[src/hrv_pkg.sv]
package hrv_pkg;

    // field widths
    localparam int PEAK_W   = 32;
    localparam int RATE_W   = 12;
    localparam int THR_W    = 10;
    localparam int IV_W     = 16;
    localparam int CNT_W    = 17;
    localparam int SUM_W    = 33;
    localparam int SQS_W    = 49;
    localparam int PNN_W    = 14;
    localparam int CFG_IDX_W = 2;

    // shared unit widths
    localparam int DVD_W    = 66;
    localparam int DSR_W    = 33;
    localparam int DIV_CW   = 7;
    localparam int MUL_W    = 66;
    localparam int MB_W     = 33;
    localparam int MUL_CW   = 6;
    localparam int SQ_W     = 64;
    localparam int SQ_CW    = 5;

    // constants
    localparam int MAX_INTERVALS = 65536;
    localparam int C_MS_SCALE    = 16000;
    localparam int C_PCT_SCALE   = 10000;
    localparam logic [RATE_W-1:0] RATE_RESET = 12'd360;
    localparam logic [THR_W-1:0]  THR_RESET  = 10'd50;

    // register indexes
    localparam logic [CFG_IDX_W-1:0] REG_SAMPLE_RATE = 2'd0;
    localparam logic [CFG_IDX_W-1:0] REG_DIFF_THR    = 2'd1;

    typedef struct packed {
        logic busy;
        logic done;
    } t_unit_stat;

endpackage

[src/hrv_mul.sv]
module hrv_mul import hrv_pkg::*; (
    input  logic              i_clk,
    input  logic              i_rst_n,
    input  logic              i_start,
    input  logic [MUL_W-1:0]  i_a,
    input  logic [MB_W-1:0]   i_b,
    output t_unit_stat        o_stat,
    output logic [MUL_W-1:0]  o_prod
);
    logic              r_busy;
    logic              r_done;
    logic [MUL_CW-1:0] r_cnt;
    logic [MUL_W-1:0]  r_acc;
    logic [MUL_W-1:0]  r_a;
    logic [MB_W-1:0]   r_b;

    // shift-add, one multiplier bit per cycle
    always_ff @(posedge i_clk) begin
        if (!i_rst_n) begin
            r_busy <= 1'b0;
            r_done <= 1'b0;
            r_cnt  <= '0;
        end else begin
            r_done <= 1'b0;
            if (i_start) begin
                r_busy <= 1'b1;
                r_cnt  <= MUL_CW'(MB_W - 1);
                r_acc  <= '0;
                r_a    <= i_a;
                r_b    <= i_b;
            end else if (r_busy) begin
                if (r_b[0]) begin
                    r_acc <= r_acc + r_a;
                end
                r_a <= {r_a[MUL_W-2:0], 1'b0};
                r_b <= {1'b0, r_b[MB_W-1:1]};
                if (r_cnt == '0) begin
                    r_busy <= 1'b0;
                    r_done <= 1'b1;
                end else begin
                    r_cnt <= r_cnt - 1'b1;
                end
            end
        end
    end

    assign o_stat.busy = r_busy;
    assign o_stat.done = r_done;
    assign o_prod      = r_acc;
endmodule

[config.mk]
export PLATFORM = sky130hd
export DESIGN_NAME = hrv_mul
export DESIGN_NICKNAME = d
export VERILOG_FILES = /design/src/hrv_pkg.sv /design/src/hrv_mul.sv
export SDC_FILE = /design/constraint.sdc
export NUM_CORES = 1
export LEC_CHECK = 0
export BUFFER_PORTS_ARGS = -buffer_cell sky130_fd_sc_hd__buf_2
export CORE_MARGIN = 4
export CORE_UTILIZATION = 30
export CTS_CLUSTER_SIZE = 16
export DETAILED_ROUTE_END_ITERATION = 6
export PLACE_DENSITY_LB_ADDON = 0.25
export SKIP_CTS_REPAIR_TIMING = 1
export SYNTH_ARGS = -nofsm -noshare
export SYNTH_HDL_FRONTEND = slang
export SYNTH_SLANG_ARGS = --single-unit
[constraint.sdc]
create_clock -name i_clk -period 5.5 [get_ports i_clk]
set_input_delay 0.275 -clock i_clk [delete_from_list [all_inputs] [get_ports i_clk]]
set_output_delay 0.275 -clock i_clk [all_outputs]
set_load 0.01 [all_outputs]
==> impl_summary.md <==
Final layout
At the end of the flow the core is filled with cells to 35.7%. In the final layout, the multi-input gates occupy 5490 um^2. The sequential cell area is 5110 um^2. The synthesis-to-finish area growth is 17.2%.

The total non-filler cell area in the finished layout is 12,700 um^2. Cells with a size suffix above 1 make up 27.7% of the layout. The net count reported at finish is 1,313. The antenna diode instance count is 0. Counting the fill cells in the layout gives 3,661.

STA
The number of max-slew violations in the final report was 0. At the pin with the least slew margin, the transition time is 1.00 ns. For this run, the top clock speed supported by timing is 0.282 GHz. Setup repair after global routing left no endpoint under its margin. The shortest period the worst path allows is 3.54 ns.

The part of the cycle the worst path needs is 64.4%. Setup violations remaining at the end of the flow were counted as 0. The worst setup margin is 1.96 ns.

The hold violation total from the final report is 0. Headroom to the max-slew limit came out at 33.4%. The clock arrives with 0.0127 ns of skew. Adding up every negative setup slack in the final design gives 0 ns.

Yosys
In the post-synthesis netlist, the biggest area contributors are sky130_fd_sc_hd__edfxtp_1 (46%), sky130_fd_sc_hd__mux2_2 (10%), sky130_fd_sc_hd__ha_1 (7.7%). The synthesized netlist devotes 15.7% of its cell area to compound gates. The average footprint of a synthesized cell is 10.9 um^2.

sky130_fd_sc_hd__edfxtp_1 takes more of the synthesized area than any other cell. After Yosys synthesis, full adders, half adders and majority gates account for 7.90% of the synthesized area. The async set-reset flop share out of synthesis is 0%. After Yosys synthesis, XOR and XNOR cells account for 4.76% of the synthesized area. The mapped cell area is 10,900 um^2.

The Yosys step of the flow raised 0 warnings. The share of synthesized area occupied by flip-flops and latches is 47.1%. The main combinational cell family by area after synthesis is compound AO/OA/AOI/OAI gates. The share of the synthesized area in the top cell type is 45.6%. The simple-gate portion of the synthesized area is 11.7%.

Counting flops and latches in the post-synthesis netlist gives 173. After technology mapping, the gate count stands at 997. The synthesized netlist contains 66 unique library cells. The number of enable flip-flop cells after synthesis is 165. The synthesized net count is 1,167. The mux cell area share after synthesis is 10.4%. The predominant post-synthesis flop cell is sky130_fd_sc_hd__edfxtp_1.

Clocking
The tree is rooted in a sky130_fd_sc_hd__clkbuf_16. The maximum clock insertion buffer count is 2. The clock-pin slew on the worst setup and hold paths is 0.08 ns. TritonCTS created 17 clock buffers.

Clock latency on the worst-skew pair, taken at its later pin, is 0.45 ns. The clock net in this run drives a total of 173 sinks. The H-tree generated during clock tree synthesis spans 4 levels. TritonCTS built the clock tree.

Critical path
STA classifies the critical path endpoint as a flop. Tracing the worst setup path back leads to its startpoint at r_a[0]$_SDFFCE_PN0P_. The startpoint identified for the worst register-to-register timing path is r_a[0]$_SDFFCE_PN0P_. The last element of the critical path is o_prod[50]$_SDFFCE_PP0P_. The worst register-to-register path has a depth of 12. STA puts the critical path data required time at 5.71 ns.

The worst register-to-register path ends at o_prod[50]$_SDFFCE_PP0P_. Across all register-to-register paths, the minimum setup slack is 1.96 ns. The startpoint kind of the worst setup timing path is a flop.

The kind of critical path is reg2reg. Data on the critical path arrives at its endpoint at 3.75 ns. The largest fanout of any net on the critical path is 6.

Die
The floorplan row count is 69. In this run the horizontal extent of the chip is 198 um. The total area inside the core boundary comes to 35,700 um^2.

During I/O placement, the number of pins put on the boundary was 170. The initial utilization of the core area, before any placement, comes to 30.5%. The die boundary height is 198 um. The floorplan step defined a die boundary enclosing 39,300 um^2.

Placement
Timing analysis after detailed placement gives a worst setup slack of 1.98 ns. During placement, the flow inserted port buffers numbering 169. After detailed placement, the total cell area comes to 12,100 um^2. At the end of routability-driven placement, the weighted congestion stood at 0.867.

Summed over all nets, the half-perimeter wirelength after detailed placement is 22.3 mm.

Power and ir drop
The power density over cell area is 307 nW/um^2. IR analysis of the VDD net gives a maximum drop of 0.000231 V. The static power due to leakage is 4.91 nW.

Routing
The count of nets left with antenna violations once routing finished came out at 0. The first detailed-routing pass ran for 4 iterations. The remaining design rule violation count is 0. In this run, the number of DRC markers left after iteration 0 of detailed routing was 400.

The detailed-route wire length is 29.7 mm. The detailed-route via count is 8,243. In the routed layout, each cell is associated on average with a via count of 5.10.

In the final routed layout, each cell accounts on average for 18.4 um.

Global routing
The via count of the first global-routing pass is 8,231. Global routing consumed, over all layers together, 15.0% of the routing resources. The total overflow left after global routing is 0. The first global-routing pass estimated 46.3 mm of wire. The maximum number of pins on one net before global-route repair is 72. The initial antenna violation count was 4.

Hold path
In this run the worst hold path is classified as in2reg.

Status
The run finished with clean final reports.

Run
The max-capacitance violation count is 0.
## cells in the final DEF, fill, tap and decap left out, types with 10 or more instances in the layout
cell type and instances:
sky130_fd_sc_hd__buf_2 168, sky130_fd_sc_hd__edfxtp_1 165, sky130_fd_sc_hd__nor2_1 107, sky130_fd_sc_hd__mux2_2 96, sky130_fd_sc_hd__a21oi_1 80, sky130_fd_sc_hd__ha_1 67, sky130_fd_sc_hd__nand2_1 63, sky130_fd_sc_hd__o21ai_0 43
sky130_fd_sc_hd__xnor2_1 31, sky130_fd_sc_hd__a21o_1 30, sky130_fd_sc_hd__nand4_1 28, sky130_fd_sc_hd__xor2_1 28, sky130_fd_sc_hd__nor3_1 22, sky130_fd_sc_hd__inv_1 18, sky130_fd_sc_hd__clkbuf_16 17, sky130_fd_sc_hd__o211ai_1 12
sky130_fd_sc_hd__a211oi_1 12, sky130_fd_sc_hd__o21ai_1 11, sky130_fd_sc_hd__o21bai_1 11, sky130_fd_sc_hd__nand3_1 10
## final cells by class
| class | instances | share of cell area [%] |
|---|---|---|
| Clock inverter | 12 | 1.07 |
| Sequential cell | 173 | 40.2 |
| Multi-Input combinational cell | 759 | 43.1 |
| Inverter | 19 | 0.580 |
| Tap cell | 461 | 4.53 |
| Timing Repair Buffer | 173 | 6.93 |
| Clock buffer | 20 | 3.59 |
## power by group
| group | leakage (nW) | internal (mW) | switching, mW |
|---|---|---|---|
| Clock | 0.283 | 0.698 | 0.563 |
| Sequential | 1.64 | 1.58 | 0.0505 |
| Combinational | 2.99 | 0.408 | 0.604 |
| Total | 4.91 | 2.69 | 1.22 |
## cells in the mapped netlist, types with 12 or more instances
| master | instances |
|---|---|
| sky130_fd_sc_hd__a21o_1 | 30 |
| sky130_fd_sc_hd__edfxtp_1 | 165 |
| sky130_fd_sc_hd__a21oi_1 | 80 |
| sky130_fd_sc_hd__xnor2_1 | 31 |
| sky130_fd_sc_hd__ha_1 | 67 |
| sky130_fd_sc_hd__inv_1 | 19 |
| sky130_fd_sc_hd__nand2_1 | 63 |
| sky130_fd_sc_hd__o21ai_0 | 43 |
| sky130_fd_sc_hd__o211ai_1 | 12 |
| sky130_fd_sc_hd__a211oi_1 | 12 |
| sky130_fd_sc_hd__mux2_2 | 96 |
| sky130_fd_sc_hd__nand4_1 | 28 |
| sky130_fd_sc_hd__xor2_1 | 28 |
| sky130_fd_sc_hd__nor3_1 | 22 |
| sky130_fd_sc_hd__nor2_1 | 108 |
| sky130_fd_sc_hd__clkbuf_1 | 33 |
## critical path: stages (launching register included)
cell and delay, ns:
sky130_fd_sc_hd__edfxtp_1 0.36, sky130_fd_sc_hd__ha_1 0.19, sky130_fd_sc_hd__inv_1 0.06, sky130_fd_sc_hd__fa_1 0.39
sky130_fd_sc_hd__nand2b_1 0.19, sky130_fd_sc_hd__a21oi_2 0.21, sky130_fd_sc_hd__a21oi_2 0.14, sky130_fd_sc_hd__o31ai_4 0.44
sky130_fd_sc_hd__a41o_1 0.38, sky130_fd_sc_hd__a211o_1 0.26, sky130_fd_sc_hd__a21boi_2 0.10, sky130_fd_sc_hd__o31ai_2 0.25
sky130_fd_sc_hd__mux2_4 0.32
## through the flow
stage | power [mW] | cells | hold slack (ns)
floorplan | 2.38 | 997 | 0.392
global placement | 2.67 | 1585 | 0.467
finish | 3.91 | 1617 | 0.0645
global route | 4.13 | 1617 | 0.0552
detailed placement | 2.68 | 1585 | 0.463
CTS | 3.96 | 1617 | 0.0334
## how the worst min path moves through the flow
stage | from | endpoint | slack, ns | cells past startpoint
2_1_floorplan | i_rst_n | r_cnt[5]$_SDFFE_PN0P_ | 0.39 | 1
3_3_place_gp | r_busy$_SDFF_PN0_ | r_done$_SDFF_PP0_ | 0.47 | 2
3_5_place_dp | r_busy$_SDFF_PN0_ | r_done$_SDFF_PP0_ | 0.46 | 2
4_1_cts | i_rst_n | r_cnt[5]$_SDFFE_PN0P_ | 0.03 | 2
5_1_grt | i_rst_n | r_cnt[5]$_SDFFE_PN0P_ | 0.06 | 2
6_report | i_rst_n | r_cnt[5]$_SDFFE_PN0P_ | 0.06 | 2
## state kept, by name, indices dropped and copies added, names as in the netlist
register,count
r_b,33
r_busy,1
r_a,66
r_cnt,6
r_done,1
o_prod,66
## routing by layer
metal  wire length [um]  track usage (%)  up-vias
met5                 54                0        -
met4                269             3.16        8
met3               1850             4.39       21
met2              13800             24.0      174
met1              13700             20.3     3984
li1                   -                -     4056
## cell families after synthesis
group | after synthesis
adder cells (fa/ha/maj) | 68
AND/OR/NAND/NOR | 275
buffers and inverters | 65
flip-flops | 173
AO/OA/AOI/OAI | 257
multiplexers | 100
XOR/XNOR | 59
Note: power is estimated with default switching activity, not from simulation.
