[src/hrv_pkg.sv]
package hrv_pkg;

    // field widths
    localparam int PEAK_W   = 32;
    localparam int RATE_W   = 12;
    localparam int THR_W    = 10;
    localparam int IV_W     = 16;
    localparam int CNT_W    = 17;
    localparam int SUM_W    = 33;
    localparam int SQS_W    = 49;
    localparam int PNN_W    = 14;
    localparam int CFG_IDX_W = 2;

    // shared unit widths
    localparam int DVD_W    = 66;
    localparam int DSR_W    = 33;
    localparam int DIV_CW   = 7;
    localparam int MUL_W    = 66;
    localparam int MB_W     = 33;
    localparam int MUL_CW   = 6;
    localparam int SQ_W     = 64;
    localparam int SQ_CW    = 5;

    // constants
    localparam int MAX_INTERVALS = 65536;
    localparam int C_MS_SCALE    = 16000;
    localparam int C_PCT_SCALE   = 10000;
    localparam logic [RATE_W-1:0] RATE_RESET = 12'd360;
    localparam logic [THR_W-1:0]  THR_RESET  = 10'd50;

    // register indexes
    localparam logic [CFG_IDX_W-1:0] REG_SAMPLE_RATE = 2'd0;
    localparam logic [CFG_IDX_W-1:0] REG_DIFF_THR    = 2'd1;

    typedef struct packed {
        logic busy;
        logic done;
    } t_unit_stat;

endpackage

[src/hrv_div.sv]
module hrv_div import hrv_pkg::*; (
    input  logic              i_clk,
    input  logic              i_rst_n,
    input  logic              i_start,
    input  logic [DVD_W-1:0]  i_dividend,
    input  logic [DSR_W-1:0]  i_divisor,
    output t_unit_stat        o_stat,
    output logic [DVD_W-1:0]  o_quot
);
    logic              r_busy;
    logic              r_done;
    logic [DIV_CW-1:0] r_cnt;
    logic [DSR_W:0]    r_rem;
    logic [DVD_W-1:0]  r_quo;
    logic [DSR_W-1:0]  r_dsr;
    logic [DSR_W:0]    rem_sh;
    logic              ge;

    // one restoring step per cycle
    assign rem_sh = {r_rem[DSR_W-1:0], r_quo[DVD_W-1]};
    assign ge     = rem_sh >= {1'b0, r_dsr};

    always_ff @(posedge i_clk) begin
        if (!i_rst_n) begin
            r_busy <= 1'b0;
            r_done <= 1'b0;
            r_cnt  <= '0;
        end else begin
            r_done <= 1'b0;
            if (i_start) begin
                r_busy <= 1'b1;
                r_cnt  <= DIV_CW'(DVD_W - 1);
                r_rem  <= '0;
                r_quo  <= i_dividend;
                r_dsr  <= i_divisor;
            end else if (r_busy) begin
                r_rem <= ge ? (rem_sh - {1'b0, r_dsr}) : rem_sh;
                r_quo <= {r_quo[DVD_W-2:0], ge};
                if (r_cnt == '0) begin
                    r_busy <= 1'b0;
                    r_done <= 1'b1;
                end else begin
                    r_cnt <= r_cnt - 1'b1;
                end
            end
        end
    end

    assign o_stat.busy = r_busy;
    assign o_stat.done = r_done;
    assign o_quot      = r_quo;

    a_div_no_restart: assert property (@(posedge i_clk) disable iff (!i_rst_n)
        i_start |-> !r_busy) else $error("divider restarted while busy");
    a_div_done_ends: assert property (@(posedge i_clk) disable iff (!i_rst_n)
        r_done |-> !r_busy) else $error("divider done while still busy");
    a_div_rem_bound: assert property (@(posedge i_clk) disable iff (!i_rst_n)
        r_busy && !$past(i_start) |-> r_rem < {1'b0, r_dsr})
        else $error("partial remainder not below divisor");
endmodule

[config.mk]
export PLATFORM = sky130hd
export DESIGN_NAME = hrv_div
export DESIGN_NICKNAME = d
export VERILOG_FILES = /design/src/hrv_pkg.sv /design/src/hrv_div.sv
export SDC_FILE = /design/constraint.sdc
export NUM_CORES = 1
export LEC_CHECK = 0
export ABC_CLOCK_PERIOD_IN_PS = 4980
export CELL_PAD_IN_SITES_DETAIL_PLACEMENT = 0
export CELL_PAD_IN_SITES_GLOBAL_PLACEMENT = 2
export CORE_MARGIN = 2
export CORE_UTILIZATION = 35
export CTS_CLUSTER_DIAMETER = 100
export DETAILED_ROUTE_END_ITERATION = 8
export DONT_BUFFER_PORTS = 1
export HOLD_SLACK_MARGIN = 0.12
export PLACE_DENSITY_LB_ADDON = 0.05
export SLEW_MARGIN = 20
export SYNTH_ARGS = -nofsm -noshare
export SYNTH_HDL_FRONTEND = slang
export SYNTH_SLANG_ARGS = --single-unit
[constraint.sdc]
create_clock -name i_clk -period 4.98 [get_ports i_clk]
set_input_delay 0.996 -clock i_clk [delete_from_list [all_inputs] [get_ports i_clk]]
set_output_delay 0.996 -clock i_clk [all_outputs]
set_load 0.01 [all_outputs]
==> results.txt, run 1 <==
final hold violations -> 0
Reg power frac -> 0.420
detailed-route via count -> 4,864
Setup Fix Bufs, Post-CTS -> 0
Mapped Area -> 0.007649 mm2
Max clock buf depth -> 2
DIE HEIGHT -> 151.8 um
crit path launch type -> flop
grt met2 use -> 0.2679
ys async rst share -> 0
CTS Buf Count -> 17
Power Density -> 416.9 mW/mm2
Worst Hold Class -> reg2reg
chip width -> 151.8 um
most frequent cells in the layout -> edfxtp_1 (132), nand2_1 (78), mux2_2 (65)
final period utilization -> 0.7343
CP Max Fanout -> 27
initial antenna violation count -> 1
# port buffers -> 0
Cell Count, Final, Fillers Out -> 941
Sw Share -> 0.2928
gpl congestion -> 0.7643
yosys warns -> 0
Crit Path Class -> reg2reg
die area -> 0.02305 mm2
H-tree depth -> 4
total wire length -> 18,390 um
CP Data Arrival Time -> 3.82 ns
vias per std cell -> 5.169
vias in the first global route -> 5,280
placed cell count -> 909
maximum VDD drop -> 0.2002 mV
Cell Int Power -> 2.508 mW
initial core utilization -> 0.3538
FF/Latch Area -> 0.004144 mm2
global route hottest layer -> met2
Max-slew headroom -> 0.3374
final setup vio count -> 0
M1 GR Usage -> 0.1975
Clock transition at path regs -> 0.07 ns
GRT Total Usage -> 0.1630
# rows -> 54
first-pass GRT wire length -> 29,600 um
#FFs+latches synth -> 141
RSZ-0062 raised after global routing -> no
Clk pwr share -> 0.397
clock skew -> 0.01218 ns
synth top area cells -> edfxtp_1 (52%), mux2_2 (9.6%), ha_1 (5.7%)
ys flop type -> edfxtp_1
post-synth top area cell -> edfxtp_1
HPWL after detailed placement -> 12,660 um
Post-CTS Resized -> 0
Area growth, synth to finish -> 11.22%
EDFF count, synth -> 132
Antenna Nets Post-Route -> 0
max-slew violations -> 0
largest net degree at the start of global routing -> 101
Synth top area share -> 0.5182
Root Buffer -> clkbuf_16
share of cells above drive strength 1 -> 0.1815
Final Cell Area -> 0.008507 mm2
Filler cells -> 2,141
GRT Residual Overflow -> 0
slack of the critical path -> 1.323 ns
Top Ports -> 170
Cell variety after synth -> 58
worst slew pin tran -> 0.9939 ns
multi-input logic area -> 0.003182 mm2
detailed router's first-iteration violation count -> 188
min cycle time layout -> 3.657 ns
clk_lat worst skew -> 0.42 ns
post-synthesis cell count -> 654
CTS tree -> yes
CP endpoint kind -> flop
status -> finished, final reports clean
commonest non-fill, non-tap cell in the layout -> edfxtp_1
number of nets in the layout -> 786
drt wl/cell -> 19.55 um
CP required -> 5.15 ns
Max Freq -> 0.2735 GHz
drt drc -> 0
Leakage -> 3.174 nW
Gate power share -> 0.184
Max Cap Violations -> 0
number of hold buffers added after cts -> 0
Setup TNS -> 0 ns
dpl ws -> 1.299 ns
DRT Pass-1 Iters -> 5
Avg Inst Size Synth -> 11.70 um2
placed cell area -> 0.007864 mm2
total chip power -> 3.547 mW
Seq/Total Area, Yosys -> 0.5418
P_sw -> 1.038 mW
total core area -> 0.02162 mm2
antenna cell count -> 0
Syn Nets -> 792
clk sinks -> 141
M3 GR Usage -> 0.06674
## through the flow
step | utilization | hold WS [ns]
finish | 0.3935 | 0.5262
global route | 0.3935 | 0.5752
floorplan | - | 0.4378
CTS | 0.3935 | 0.5267
global placement | 0.3637 | 0.5070
detailed placement | 0.3637 | 0.5174
## cells by family after synthesis
group                    synth area share
multiplexers                      0.09897
flip-flops                         0.5418
AO/OA/AOI/OAI                      0.1251
XOR/XNOR                          0.03779
AND/OR/NAND/NOR                   0.09308
buffers and inverters             0.04335
adder cells (fa/ha/maj)           0.05987
## final timing paths
check / from / end / slack (ns) / depth (start not counted)
worst max-delay path: o_quot[65] / r_rem[13] / 1.32 / 12
worst min-delay path: r_cnt[1] / r_cnt[1] / 0.53 / 2
worst min register to register: r_cnt[1] / r_cnt[1] / 0.53 / 2
worst max register to register: o_quot[65] / r_rem[13] / 1.32 / 12
## power groups by stage
stage	sequential (mW)	clock, mW	combinational (mW)
global route	1.50	1.50	0.739
finish	1.49	1.41	0.652
floorplan	1.50	0	0.544
global placement	1.52	0	0.657
CTS	1.49	1.44	0.660
detailed placement	1.51	0	0.658
## Yosys cell counts, types with 3 or more instances
cell type,n
xor2_1,11
o21ai_0,19
a211oi_1,5
clkbuf_1,15
a221oi_1,4
nand2_1,78
nand3b_1,3
ha_1,35
buf_6,6
a21o_1,12
inv_1,46
o31ai_1,3
o21bai_1,5
a211oi_2,7
nand4_1,10
nor2_1,35
nand3_1,5
o21ai_1,3
or2_2,3
a31oi_1,3
nor3_1,9
a21o_2,3
dfxtp_1,9
edfxtp_1,132
xnor2_1,22
a21oi_1,59
o21a_1,3
nand2b_1,3
buf_2,4
o211ai_1,3
mux2_2,65
## sequential cells by signal (all words and copies together), names as in the netlist
register / count
r_cnt: 7
r_busy: 1
r_rem: 33
o_quot: 66
r_dsr: 33
r_done: 1
## final cells by class
cell class | count | share of cell area
clock inverters | 15 | 0.02559
well taps | 280 | 0.04118
multi-input cells | 440 | 0.3740
flip-flops and latches | 141 | 0.4871
inverters | 46 | 0.02030
repair buffers | 2 | 0.001765
clock buffers | 17 | 0.05001
## per-layer routing
metal	vias to the layer above	routed length, um	share of wire
li1	2384	-	-
met1	2304	7916	0.43
met2	160	8732	0.47
met3	16	1533	0.083
met4	0	211	0.011
met5	-	0	0
## critical path, cell delays in order, from the launching register on
cell and delay [ns]:
edfxtp_1 0.47, inv_1 0.10, ha_1 0.16, inv_1 0.05, fa_1 0.40, a21o_1 0.23
a221o_1 0.33, o211ai_2 0.21, a21oi_2 0.11, a211o_1 0.35, a21oi_4 0.70, or3b_1 0.22
a21oi_1 0.06
(Power assumes the default switching activity.)
==> run 2, diff against run 1 <==
--- a/config.mk
+++ b/config.mk
@@ -5,7 +5,7 @@
 export SDC_FILE = /design/constraint.sdc
 export NUM_CORES = 1
 export LEC_CHECK = 0
-export ABC_CLOCK_PERIOD_IN_PS = 4980
+export ABC_CLOCK_PERIOD_IN_PS = 3750
 export CELL_PAD_IN_SITES_DETAIL_PLACEMENT = 0
 export CELL_PAD_IN_SITES_GLOBAL_PLACEMENT = 2
 export CORE_MARGIN = 2
==> constraint.sdc (replaced) <==
create_clock -name i_clk -period 3.75 [get_ports i_clk]
set_input_delay 0.75 -clock i_clk [delete_from_list [all_inputs] [get_ports i_clk]]
set_output_delay 0.75 -clock i_clk [all_outputs]
set_load 0.01 [all_outputs]
==> results.txt, run 2 (synthesis results as in run 1) <==
Setup Fix Bufs, Post-CTS -> 0
Max clock buf depth -> 2
Clock transition at path regs -> 0.07 ns
# rows -> 54
Post-CTS Resized -> 0
max reg flops -> 66
Filler cells -> 2,122
CP Max Fanout -> 18
drt drc -> 0
chip width -> 151.8 um
Root Buffer -> clkbuf_16
CP endpoint kind -> flop
most frequent cells in the layout -> edfxtp_1 (132), nand2_1 (78), mux2_2 (65)
initial core utilization -> 0.3538
initial antenna violation count -> 0
total core area -> 0.02162 mm2
Crit Path Class -> reg2reg
clock skew -> 0.009544 ns
total wire length -> 18,420 um
Area growth, synth to finish -> 10.99%
die area -> 0.02305 mm2
final period utilization -> 0.8961
FF/Latch Area -> 0.004144 mm2
H-tree depth -> 4
CTS Buf Count -> 17
slack of the critical path -> 0.3896 ns
min cycle time layout -> 3.360 ns
vias per std cell -> 5.191
Power Density -> 533.7 mW/mm2
worst r2r path cells -> 13
drt wl/cell -> 19.45 um
Hold Slack -> 0.4185 ns
Setup TNS -> 0 ns
dpl ws -> 0.3375 ns
Final Cell Area -> 0.008489 mm2
gpl congestion -> 0.8106
Antenna Nets Post-Route -> 0
final setup vio count -> 0
placed cell count -> 915
number of nets in the layout -> 792
# port buffers -> 0
detailed router's first-iteration violation count -> 242
CP Data Arrival Time -> 3.63 ns
max-slew violations -> 0
clk_lat worst skew -> 0.42 ns
Leakage -> 3.168 nW
worst slew pin tran -> 0.8712 ns
DRT Pass-1 Iters -> 4
status -> finished, final reports clean
clk sinks -> 141
DIE HEIGHT -> 151.8 um
GRT Total Usage -> 0.1604
hold-critical path depth -> 0
number of hold buffers added after cts -> 0
GRT Residual Overflow -> 0
crit path launch type -> flop
largest net degree at the start of global routing -> 101
Max-slew headroom -> 0.4192
Worst Hold Class -> in2reg
Top Ports -> 170
antenna cell count -> 0
vias in the first global route -> 5,268
detailed-route via count -> 4,916
maximum VDD drop -> 0.2214 mV
first-pass GRT wire length -> 29,190 um
commonest non-fill, non-tap cell in the layout -> edfxtp_1
RSZ-0062 raised after global routing -> no
share of cells above drive strength 1 -> 0.1874
Max Cap Violations -> 0
final hold violations -> 0
HPWL after detailed placement -> 12,720 um
Max Freq -> 0.2976 GHz
CP required -> 4.02 ns
CTS tree -> yes
Cell Count, Final, Fillers Out -> 947
multi-input logic area -> 0.003182 mm2
placed cell area -> 0.007921 mm2
run 2: cell count changes in the layout (fill, tap and decap cells not counted):
cell / previous run / this run
bufinv_16: 3 / 0
buf_12: 0 / 1
clkbuf_1: 0 / 1
clkinv_8: 1 / 0
inv_6: 4 / 5
clkinvlp_4: 0 / 1
inv_8: 6 / 7
buf_4: 2 / 7
run 2: final cells by class:
| cell class | instances | share of cell area |
|---|---|---|
| Inverter | 46 | 0.02034 |
| Clock inverter | 14 | 0.01636 |
| Tap cell | 280 | 0.04127 |
| Sequential cell | 141 | 0.4881 |
| Clock buffer | 18 | 0.05055 |
| Multi-Input combinational cell | 440 | 0.3748 |
| Timing Repair Buffer | 8 | 0.008548 |
run 2: power by group:
part / internal (mW) / switching (mW)
clock: 0.891 / 0.784
combinational: 0.371 / 0.511
sequential: 1.88 / 0.0931
run 2: metal layers:
metal / track usage / vias to the layer above / routed length [um]
met3: 0.06817 / 12 / 1510
met5: 0 / - / 0
li1: - / 2402 / -
met4: 0.03872 / 0 / 204
met2: 0.2649 / 161 / 8767
met1: 0.1947 / 2341 / 7941
run 2: worst paths after layout:
kind	start	endpoint	slack [ns]
max reg2reg	o_quot[65]	r_rem[29]	0.39
min	i_divisor[24]	r_dsr[24]	0.42
min reg2reg	r_cnt[1]	r_cnt[1]	0.52
max	o_quot[65]	r_rem[29]	0.39
run 2: worst max-delay path, stage by stage, from the launching register on:
cell and delay, ns:
edfxtp_1 0.39, inv_1 0.07, ha_1 0.15, inv_1 0.05, fa_1 0.40, a21o_1 0.23
a221o_1 0.33, o211ai_2 0.22, a21oi_2 0.11, a211o_1 0.35, a21oi_4 0.34, buf_4 0.34
nand2_1 0.09, a21oi_1 0.14
run 2: through the flow:
step	utilization	power (mW)
floorplan	-	2.705
global placement	0.3664	2.908
detailed placement	0.3664	2.904
CTS	0.3927	4.603
global route	0.3927	4.782
finish	0.3927	4.531
