[src/hrv_pkg.sv]
package hrv_pkg;

    // field widths
    localparam int PEAK_W   = 32;
    localparam int RATE_W   = 12;
    localparam int THR_W    = 10;
    localparam int IV_W     = 16;
    localparam int CNT_W    = 17;
    localparam int SUM_W    = 33;
    localparam int SQS_W    = 49;
    localparam int PNN_W    = 14;
    localparam int CFG_IDX_W = 2;

    // shared unit widths
    localparam int DVD_W    = 66;
    localparam int DSR_W    = 33;
    localparam int DIV_CW   = 7;
    localparam int MUL_W    = 66;
    localparam int MB_W     = 33;
    localparam int MUL_CW   = 6;
    localparam int SQ_W     = 64;
    localparam int SQ_CW    = 5;

    // constants
    localparam int MAX_INTERVALS = 65536;
    localparam int C_MS_SCALE    = 16000;
    localparam int C_PCT_SCALE   = 10000;
    localparam logic [RATE_W-1:0] RATE_RESET = 12'd360;
    localparam logic [THR_W-1:0]  THR_RESET  = 10'd50;

    // register indexes
    localparam logic [CFG_IDX_W-1:0] REG_SAMPLE_RATE = 2'd0;
    localparam logic [CFG_IDX_W-1:0] REG_DIFF_THR    = 2'd1;

    typedef struct packed {
        logic busy;
        logic done;
    } t_unit_stat;

endpackage

[src/hrv_sqrt.sv]
module hrv_sqrt import hrv_pkg::*; (
    input  logic             i_clk,
    input  logic             i_rst_n,
    input  logic             i_start,
    input  logic [SQ_W-1:0]  i_val,
    output t_unit_stat       o_stat,
    output logic [IV_W-1:0]  o_root
);
    logic             r_busy;
    logic             r_done;
    logic [SQ_CW-1:0] r_cnt;
    logic [SQ_W-1:0]  r_x;
    logic [SQ_W-1:0]  r_r;
    logic [SQ_W-1:0]  r_bit;
    logic [SQ_W-1:0]  trial;
    logic [SQ_W-1:0]  rounded;

    assign trial = r_r + r_bit;

    // digit-by-digit root, two radicand bits per cycle
    always_ff @(posedge i_clk) begin
        if (!i_rst_n) begin
            r_busy <= 1'b0;
            r_done <= 1'b0;
            r_cnt  <= '0;
        end else begin
            r_done <= 1'b0;
            if (i_start) begin
                r_busy <= 1'b1;
                r_cnt  <= SQ_CW'(SQ_W / 2 - 1);
                r_x    <= i_val;
                r_r    <= '0;
                r_bit  <= SQ_W'(1) << (SQ_W - 2);
            end else if (r_busy) begin
                if (r_x >= trial) begin
                    r_x <= r_x - trial;
                    r_r <= (r_r >> 1) + r_bit;
                end else begin
                    r_r <= r_r >> 1;
                end
                r_bit <= r_bit >> 2;
                if (r_cnt == '0) begin
                    r_busy <= 1'b0;
                    r_done <= 1'b1;
                end else begin
                    r_cnt <= r_cnt - 1'b1;
                end
            end
        end
    end

    // round to nearest: leftover above root means the next integer is closer
    assign rounded = r_r + SQ_W'(r_x > r_r);
    assign o_root  = (rounded > SQ_W'(16'hFFFF)) ? 16'hFFFF : rounded[IV_W-1:0];

    assign o_stat.busy = r_busy;
    assign o_stat.done = r_done;
endmodule

[config.mk]
export PLATFORM = sky130hd
export DESIGN_NAME = hrv_sqrt
export DESIGN_NICKNAME = d
export VERILOG_FILES = /design/src/hrv_pkg.sv /design/src/hrv_sqrt.sv
export SDC_FILE = /design/constraint.sdc
export NUM_CORES = 1
export LEC_CHECK = 0
export BUFFER_PORTS_ARGS = -buffer_cell sky130_fd_sc_hd__buf_2
export CORE_MARGIN = 1
export CORE_UTILIZATION = 45
export DETAILED_ROUTE_END_ITERATION = 8
export SLEW_MARGIN = 20
export SYNTH_ARGS = -nofsm -noshare
export SYNTH_HDL_FRONTEND = slang
export SYNTH_SLANG_ARGS = --single-unit
[constraint.sdc]
create_clock -name i_clk -period 9.9 [get_ports i_clk]
set_clock_uncertainty 0.1 [all_clocks]
set_input_delay 2.475 -clock i_clk [delete_from_list [all_inputs] [get_ports i_clk]]
set_output_delay 2.475 -clock i_clk [all_outputs]
set_load 0.01 [all_outputs]
==> impl_results.md, run 1 <==
- All-layer global routing usage: 30.7%
- Final Hold Fails: 0
- Final GP Congestion: 0.941
- Cell count after synthesis: 2302
- Crit path buffers/inverters: 4
- Netlist cell types: 82
- Max-slew violation count: 0
- IO Pins: 85
- Synth area leader: edfxtp_1
- CP startpoint kind: flip-flop
- Worst-case clock buffer depth: 2
- Max FO, Critical Path: 16
- CTS tree: built
- Clk slew on worst S/H paths: 0.07 ns
- Top post-synthesis cells by area: edfxtp_1, ha_1, xnor2_1
- N_diodes: 0
- Least-Margin Pin Slew: 1.03 ns
- Root Driver: clkbuf_16
- Hpwl dp: 50700 µm
- Max Clk Rate: 105 MHz
- Number of global-route vias before repair: 16400
- CP startpoint: r_r[21]
- Drt pass-1 iters: 6
- HP Start: r_busy
- Worst-path cell chain: inv_1, ha_1, nand4_1, or2_2, or3_1, a211oi_1, o41ai_1, a21oi_1, ha_1, ha_1, nand2_1, nor4_2, buf_4, nand4_1, nor4_1, nand3_1, xnor2_1, or4_4, nor4_4, buf_12, o2111ai_1, buf_2
- Post-synth top flop: edfxtp_1
- CTS Sinks: 167
- Clock Latency Late Sink: 0.50 ns
- Run status: finished clean
- Residual DRC: 0
- Ys Warns: 0
- Static Leakage: 7.74 nW
- Type of the tightest min-delay check: flip-flop to flip-flop
- Top cells by count, synth: nand2_1, ha_1, a21oi_1
- Relative slew slack: 29.4%
- RR Startpoint: r_r[18]
- Max cap viols: 0
- GRT overflow: 0
- Final core occ: 49.3%
- Via/cell ratio: 6.32
- Die Wd: 205 µm
- Worst path most repeated cell: ha_1
- WP data arrival: 6.95 ns
- WP data required: 7.33 ns
- Final instance area: 0.0201 mm²
- WS Path Type: flip-flop to primary output
- Die ar.: 0.0422 mm²
- Largest net degree at the start of global routing: 110
- WHS: 0.399 ns
- Number of synthesized flops with an enable pin: 160
- Fin crit share: 96.2%
- TNS Setup: 0 ns
- Post-Synthesis Cell Area: 0.0186 mm²
- VDD IR max: 0.000164 V
- Met2 Use GR: 41.8%
- H-tree lvl count: 4
- Cell Area, Placed: 0.0195 mm²
- Core footprint: 0.0408 mm²
- Site row count: 74
- IO Port Bufs: 84
- # nets final: 2586
- Global-route wire length before repair: 97300 µm
- Num CTS Buffers: 17
- Flops & latches, synth: 167
- Final setup margin: 0.372 ns
- Initial antenna violation count: 0
- CP endpoint kind: primary output
- Area Overhead vs Synth: 8.18%
- Tot Pwr: 3.79 mW
- Starting Density: 45.6%
- Vias: 18100
- Placed Instances: 2832
- Asr flop ratio synth: 0%
- Routed Antenna Nets: 0
- RSZ-0062 raised after global routing: no
- Synth top area share: 25.8%
- CP max stage cell: edfxtp_1
- Per-cell routed wire length: 22.5 µm
- Syn_area_per_cell: 8.09 µm²
- Met1 Resource Use GR: 49.1%
- Non-Filler Instances: 2865
- CP max stage delay: 0.63 ns
- Iter 0 DRT Violations: 1862
- Power Dens Cells: 188 mW/mm²
- Count leader, synth: nand2_1
- Overall routed net length: 64300 µm
- Critical path's top delay family: simple AND/OR/NAND/NOR gates
- Worst slack, placed: 0.547 ns
- Register area share after synthesis: 26.6%
- Post-layout min period: 9.53 ns
- Die height: 205 µm
- Fraction of layout cells with a size suffix above 1: 8.62%
- Net count after synthesis: 2568
- Busiest grt layer: met1
- Grt met3 use: 4.09%
- Endpoints failing setup: 0
## area by class of cell
cell class / count / area [µm²]
tap: 532 / 666
multi-input combinational: 1900 / 12800
clock buffer: 23 / 448
inverter: 116 / 435
timing repair buffer: 118 / 707
sequential: 167 / 4940
fill: 3982 / 20700
clock inverter: 9 / 126
## tightest hold or removal path, delay by kind of cell, from the launching register on
family           cells  cell delay, ns
flip-flops           1            0.35
AND/OR/NAND/NOR      2            0.11
## timing repair
item / CTS / global route
setup endpoints to repair: 1 / 16
resized for setup: 0 / 2
gates cloned: 0 / 0
pin swaps: 1 / 1
buffers inserted: 0 / 1
hold buffers: 0 / 0
hold endpoints to repair: 0 / 0
## report_power, final
| part | leakage, nW | switching [mW] | internal, mW |
|---|---|---|---|
| Sequential | 1.60 | 0.134 | 0.920 |
| Clock | 0.269 | 0.313 | 0.394 |
| Combinational | 5.87 | 1.26 | 0.762 |
| Total | 7.74 | 1.71 | 2.08 |
## state kept, by name (all words and copies together) (netlist names)
signal / count
r_r: 64
r_x: 64
r_cnt: 5
r_bit: 32
r_busy: 1
r_done: 1
## path summary, 6_finish.rpt
| kind | end | slack, ns | cells past startpoint |
|---|---|---|---|
| hold reg to reg | r_done | 0.40 | 2 |
| hold / removal | r_done | 0.40 | 2 |
| setup reg to reg | r_r[43] | 2.26 | 20 |
| setup / recovery | o_root[5] | 0.37 | 22 |
## routing by layer
layer	wire [µm]	part of all wire, %	up-vias
met5	0	0	-
met4	1310	2.0	0
met3	4790	7.5	68
met2	25500	40	736
met1	32800	51	8622
li1	-	-	8669
## cell families (layout without fill, tap and decap cells)
logic type,after synthesis,in the layout,share of synthesized area (%)
adder cells (fa/ha/maj),199,199,13.4
buffers and inverters,235,266,4.95
AO/OA/AOI/OAI,717,717,24.7
XOR/XNOR,175,175,8.23
AND/OR/NAND/NOR,794,794,21.3
multiplexers,15,15,0.874
flip-flops,167,167,26.6
## placed cells by master (no fill, tap or decap), types with 35 or more instances in the layout
master | netlist | routed
a211oi_1 | 35 | 35
a21o_1 | 68 | 68
a21oi_1 | 174 | 173
a31oi_1 | 66 | 66
buf_2 | 9 | 83
edfxtp_1 | 160 | 160
ha_1 | 198 | 197
inv_1 | 114 | 114
nand2_1 | 235 | 234
nand3_1 | 67 | 67
nand4_1 | 82 | 82
nor2_1 | 165 | 164
nor2b_1 | 43 | 43
nor3_1 | 63 | 63
o21ai_0 | 166 | 164
o21bai_1 | 40 | 40
xnor2_1 | 131 | 131
xor2_1 | 44 | 44
Note: power is estimated with default switching activity, not from simulation.
==> run 2: changes to the inputs <==
Settings changed: CORE_ASPECT_RATIO set to 1.75, HOLD_SLACK_MARGIN set to 0.03.
==> impl_results.md, run 2 (synthesized netlist as in run 1, its figures left out) <==
- WHS: 0.442 ns (was 0.399 ns)
- Power Dens Cells: 192 mW/mm² (was 188 mW/mm²)
- WP data required: 7.33 ns (about the same)
- Initial antenna violation count: 1 (was 0)
- All-layer global routing usage: 34.7% (was 30.7%)
- Final Hold Fails: 0 (unchanged)
- CP startpoint: r_r[21] (unchanged)
- CTS tree: built (unchanged)
- Global-route wire length before repair: 108000 µm (was 97300 µm)
- Root Driver: clkbuf_16 (unchanged)
- Run status: finished clean (unchanged)
- Core footprint: 0.0408 mm² (unchanged)
- Post-layout min period: 9.50 ns (was 9.53 ns)
- IO Port Bufs: 84 (unchanged)
- Number of global-route vias before repair: 18400 (was 16400)
- Placed Instances: 2855 (was 2832)
- Drt pass-1 iters: 6 (unchanged)
- RR Startpoint: r_r[20] (was r_r[18])
- Routed Antenna Nets: 0 (unchanged)
- Overall routed net length: 72800 µm (was 64300 µm)
- Hold path depth: 2 (unchanged)
- CP startpoint kind: flip-flop (unchanged)
- Crit path buffers/inverters: 3 (was 4)
- Max cap viols: 0 (unchanged)
- Clk slew on worst S/H paths: 0.08 ns (was 0.07 ns)
- N_diodes: 0 (unchanged)
- Endpoints failing setup: 0 (unchanged)
- Num CTS Buffers: 17 (unchanged)
- IO Pins: 85 (unchanged)
- Commonest cells after routing, fill and taps aside: nand2_1, ha_1, a21oi_1 (unchanged)
- Worst slack, placed: 0.925 ns (was 0.547 ns)
- # nets final: 2590 (was 2586)
- Max Clk Rate: 105 MHz (about the same)
- Max FO, Critical Path: 16 (unchanged)
- Critical path's top delay family: simple AND/OR/NAND/NOR gates (unchanged)
- WP data arrival: 6.93 ns (was 6.95 ns)
- Relative slew slack: 22.6% (was 29.4%)
- Type of the tightest min-delay check: flip-flop to flip-flop (unchanged)
- Largest net degree at the start of global routing: 84 (was 110)
- Final GP Congestion: 0.967 (was 0.941)
- CTS Sinks: 167 (unchanged)
- Residual DRC: 0 (unchanged)
- Worst r2r path cells: 19 (was 20)
- Hpwl dp: 59000 µm (was 50700 µm)
- Worst reg2reg endpoint: r_x[15] (was r_r[43])
- Fraction of layout cells with a size suffix above 1: 9.03% (was 8.62%)
- Site row count: 98 (was 74)
- Worst-path cell chain: inv_1, ha_1, nand4_1, or2_2, or3_1, a211oi_1, o41ai_1, a21oi_1, ha_1, ha_1, nand2_1, nor4_2, buf_4, nand4_1, nor4_1, nand3_1, xnor2_1, or4_4, nor4_4, nand4_1, buf_2 (was inv_1, ha_1, nand4_1, or2_2, or3_1, a211oi_1, o41ai_1, a21oi_1, ha_1, ha_1, nand2_1, nor4_2, buf_4, nand4_1, nor4_1, nand3_1, xnor2_1, or4_4, nor4_4, buf_12, o2111ai_1, buf_2)
- WS Path Type: flip-flop to primary output (unchanged)
- CP endpoint kind: primary output (unchanged)
- Fin crit share: 96.0% (was 96.2%)
- Crit. path cell count: 21 (was 22)
- Least-Margin Pin Slew: 1.16 ns (was 1.03 ns)
- TNS Setup: 0 ns (unchanged)
- Largest registers: r_r x64, r_x x64, r_bit x32 (unchanged)
- Worst R2R Setup Slack: 1.50 ns (was 2.26 ns)
- CP max stage delay: 0.70 ns (was 0.63 ns)
- Clock Latency Late Sink: 0.48 ns (was 0.50 ns)
- Die Wd: 156 µm (was 205 µm)
- Area Overhead vs Synth: 8.51% (was 8.18%)
- Static Leakage: 7.78 nW (was 7.74 nW)
- Vias: 18300 (was 18100)
- VDD IR max: 0.000101 V (was 0.000164 V)
- Hold Path End: r_done (unchanged)
- Postcts setup bufs: 0 (unchanged)
- Die ar.: 0.0422 mm² (about the same)
- Per-cell routed wire length: 25.2 µm (was 22.5 µm)
- Max-slew violation count: 0 (unchanged)
- Starting Density: 45.6% (unchanged)
- RSZ-0062 raised after global routing: no (unchanged)
- CTS Hold Buffers Added: 0 (unchanged)
- H-tree lvl count: 4 (unchanged)
- Non-Filler Instances: 2887 (was 2865)
- Iter 0 DRT Violations: 1141 (was 1862)
- GRT overflow: 0 (unchanged)
- Via/cell ratio: 6.34 (was 6.32)
- HP Start: r_busy (unchanged)
- Worst-case clock buffer depth: 2 (unchanged)
- Final setup margin: 0.398 ns (was 0.372 ns)
- Post-CTS Resized: 0 (unchanged)
- Tot Pwr: 3.87 mW (was 3.79 mW)
- CP max stage cell: nor4_4 (was edfxtp_1)
- Commonest non-fill, non-tap cell in the layout: nand2_1 (unchanged)
- Die height: 271 µm (was 205 µm)
-- run 2: cell types whose count changed in the layout (fill, tap and decap cells not counted), sizes merged --
| cell | previous run | this run |
|---|---|---|
| inv | 115 | 126 |
| buf | 118 | 122 |
| clkbuf | 23 | 19 |
| clkinv | 4 | 3 |
| clkinvlp | 3 | 0 |
| bufinv | 3 | 0 |
-- run 2: worst max path at each step --
stage                      endpoint  slack [ns]
final                     o_root[2]        0.40
after global placement    o_root[5]        1.09
after global routing      o_root[2]       0.003
after CTS                 o_root[5]        0.39
after detailed placement  o_root[5]        0.92
after floorplan              r_x[0]        0.03
-- run 2: metal layers --
layer  vias to the layer above  global-route usage, %  part of all wire, %
met5                         -                      0                0.015
met2                       641                   66.1                   53
li1                       8665                      -                    -
met4                         2                   34.3                   11
met1                      8672                   30.5                   32
met3                       315                   3.78                  3.1
-- run 2: layout make-up --
class,instances,area [µm²]
Timing Repair Buffer,122,737
Clock inverter,13,129
Multi-Input combinational cell,1900,12800
Sequential cell,167,4940
Clock buffer,19,454
Inverter,116,435
Fill cell,4090,20600
Tap cell,550,688
-- run 2: where the power goes --
part,switching [mW],internal (mW),leakage (nW)
clock,0.366,0.351,0.291
combinational,1.33,0.773,5.89
sequential,0.136,0.919,1.60
-- run 2: metrics by stage --
step / cell area, µm² / utilization (%)
floorplan: 18700 / -
global placement: 19600 / 48.0
detailed placement: 19600 / 48.0
CTS: 20200 / 49.5
global route: 20200 / 49.5
finish: 20200 / 49.5
-- run 2: worst reg2reg max path, cell delays in order (launching register included) --
cell	delay (ns)
edfxtp_1	0.54
ha_1	0.51
nand4_1	0.22
or4_1	0.54
o21ai_1	0.25
a22oi_1	0.17
o31a_1	0.46
o31ai_4	0.33
mux2i_1	0.13
a2111oi_1	0.63
ha_1	0.39
inv_1	0.11
o21bai_1	0.20
a21oi_2	0.13
a211o_1	0.31
a31o_2	0.22
a22oi_2	0.93
nand2_2	0.69
a21boi_4	0.83
buf_12	0.36
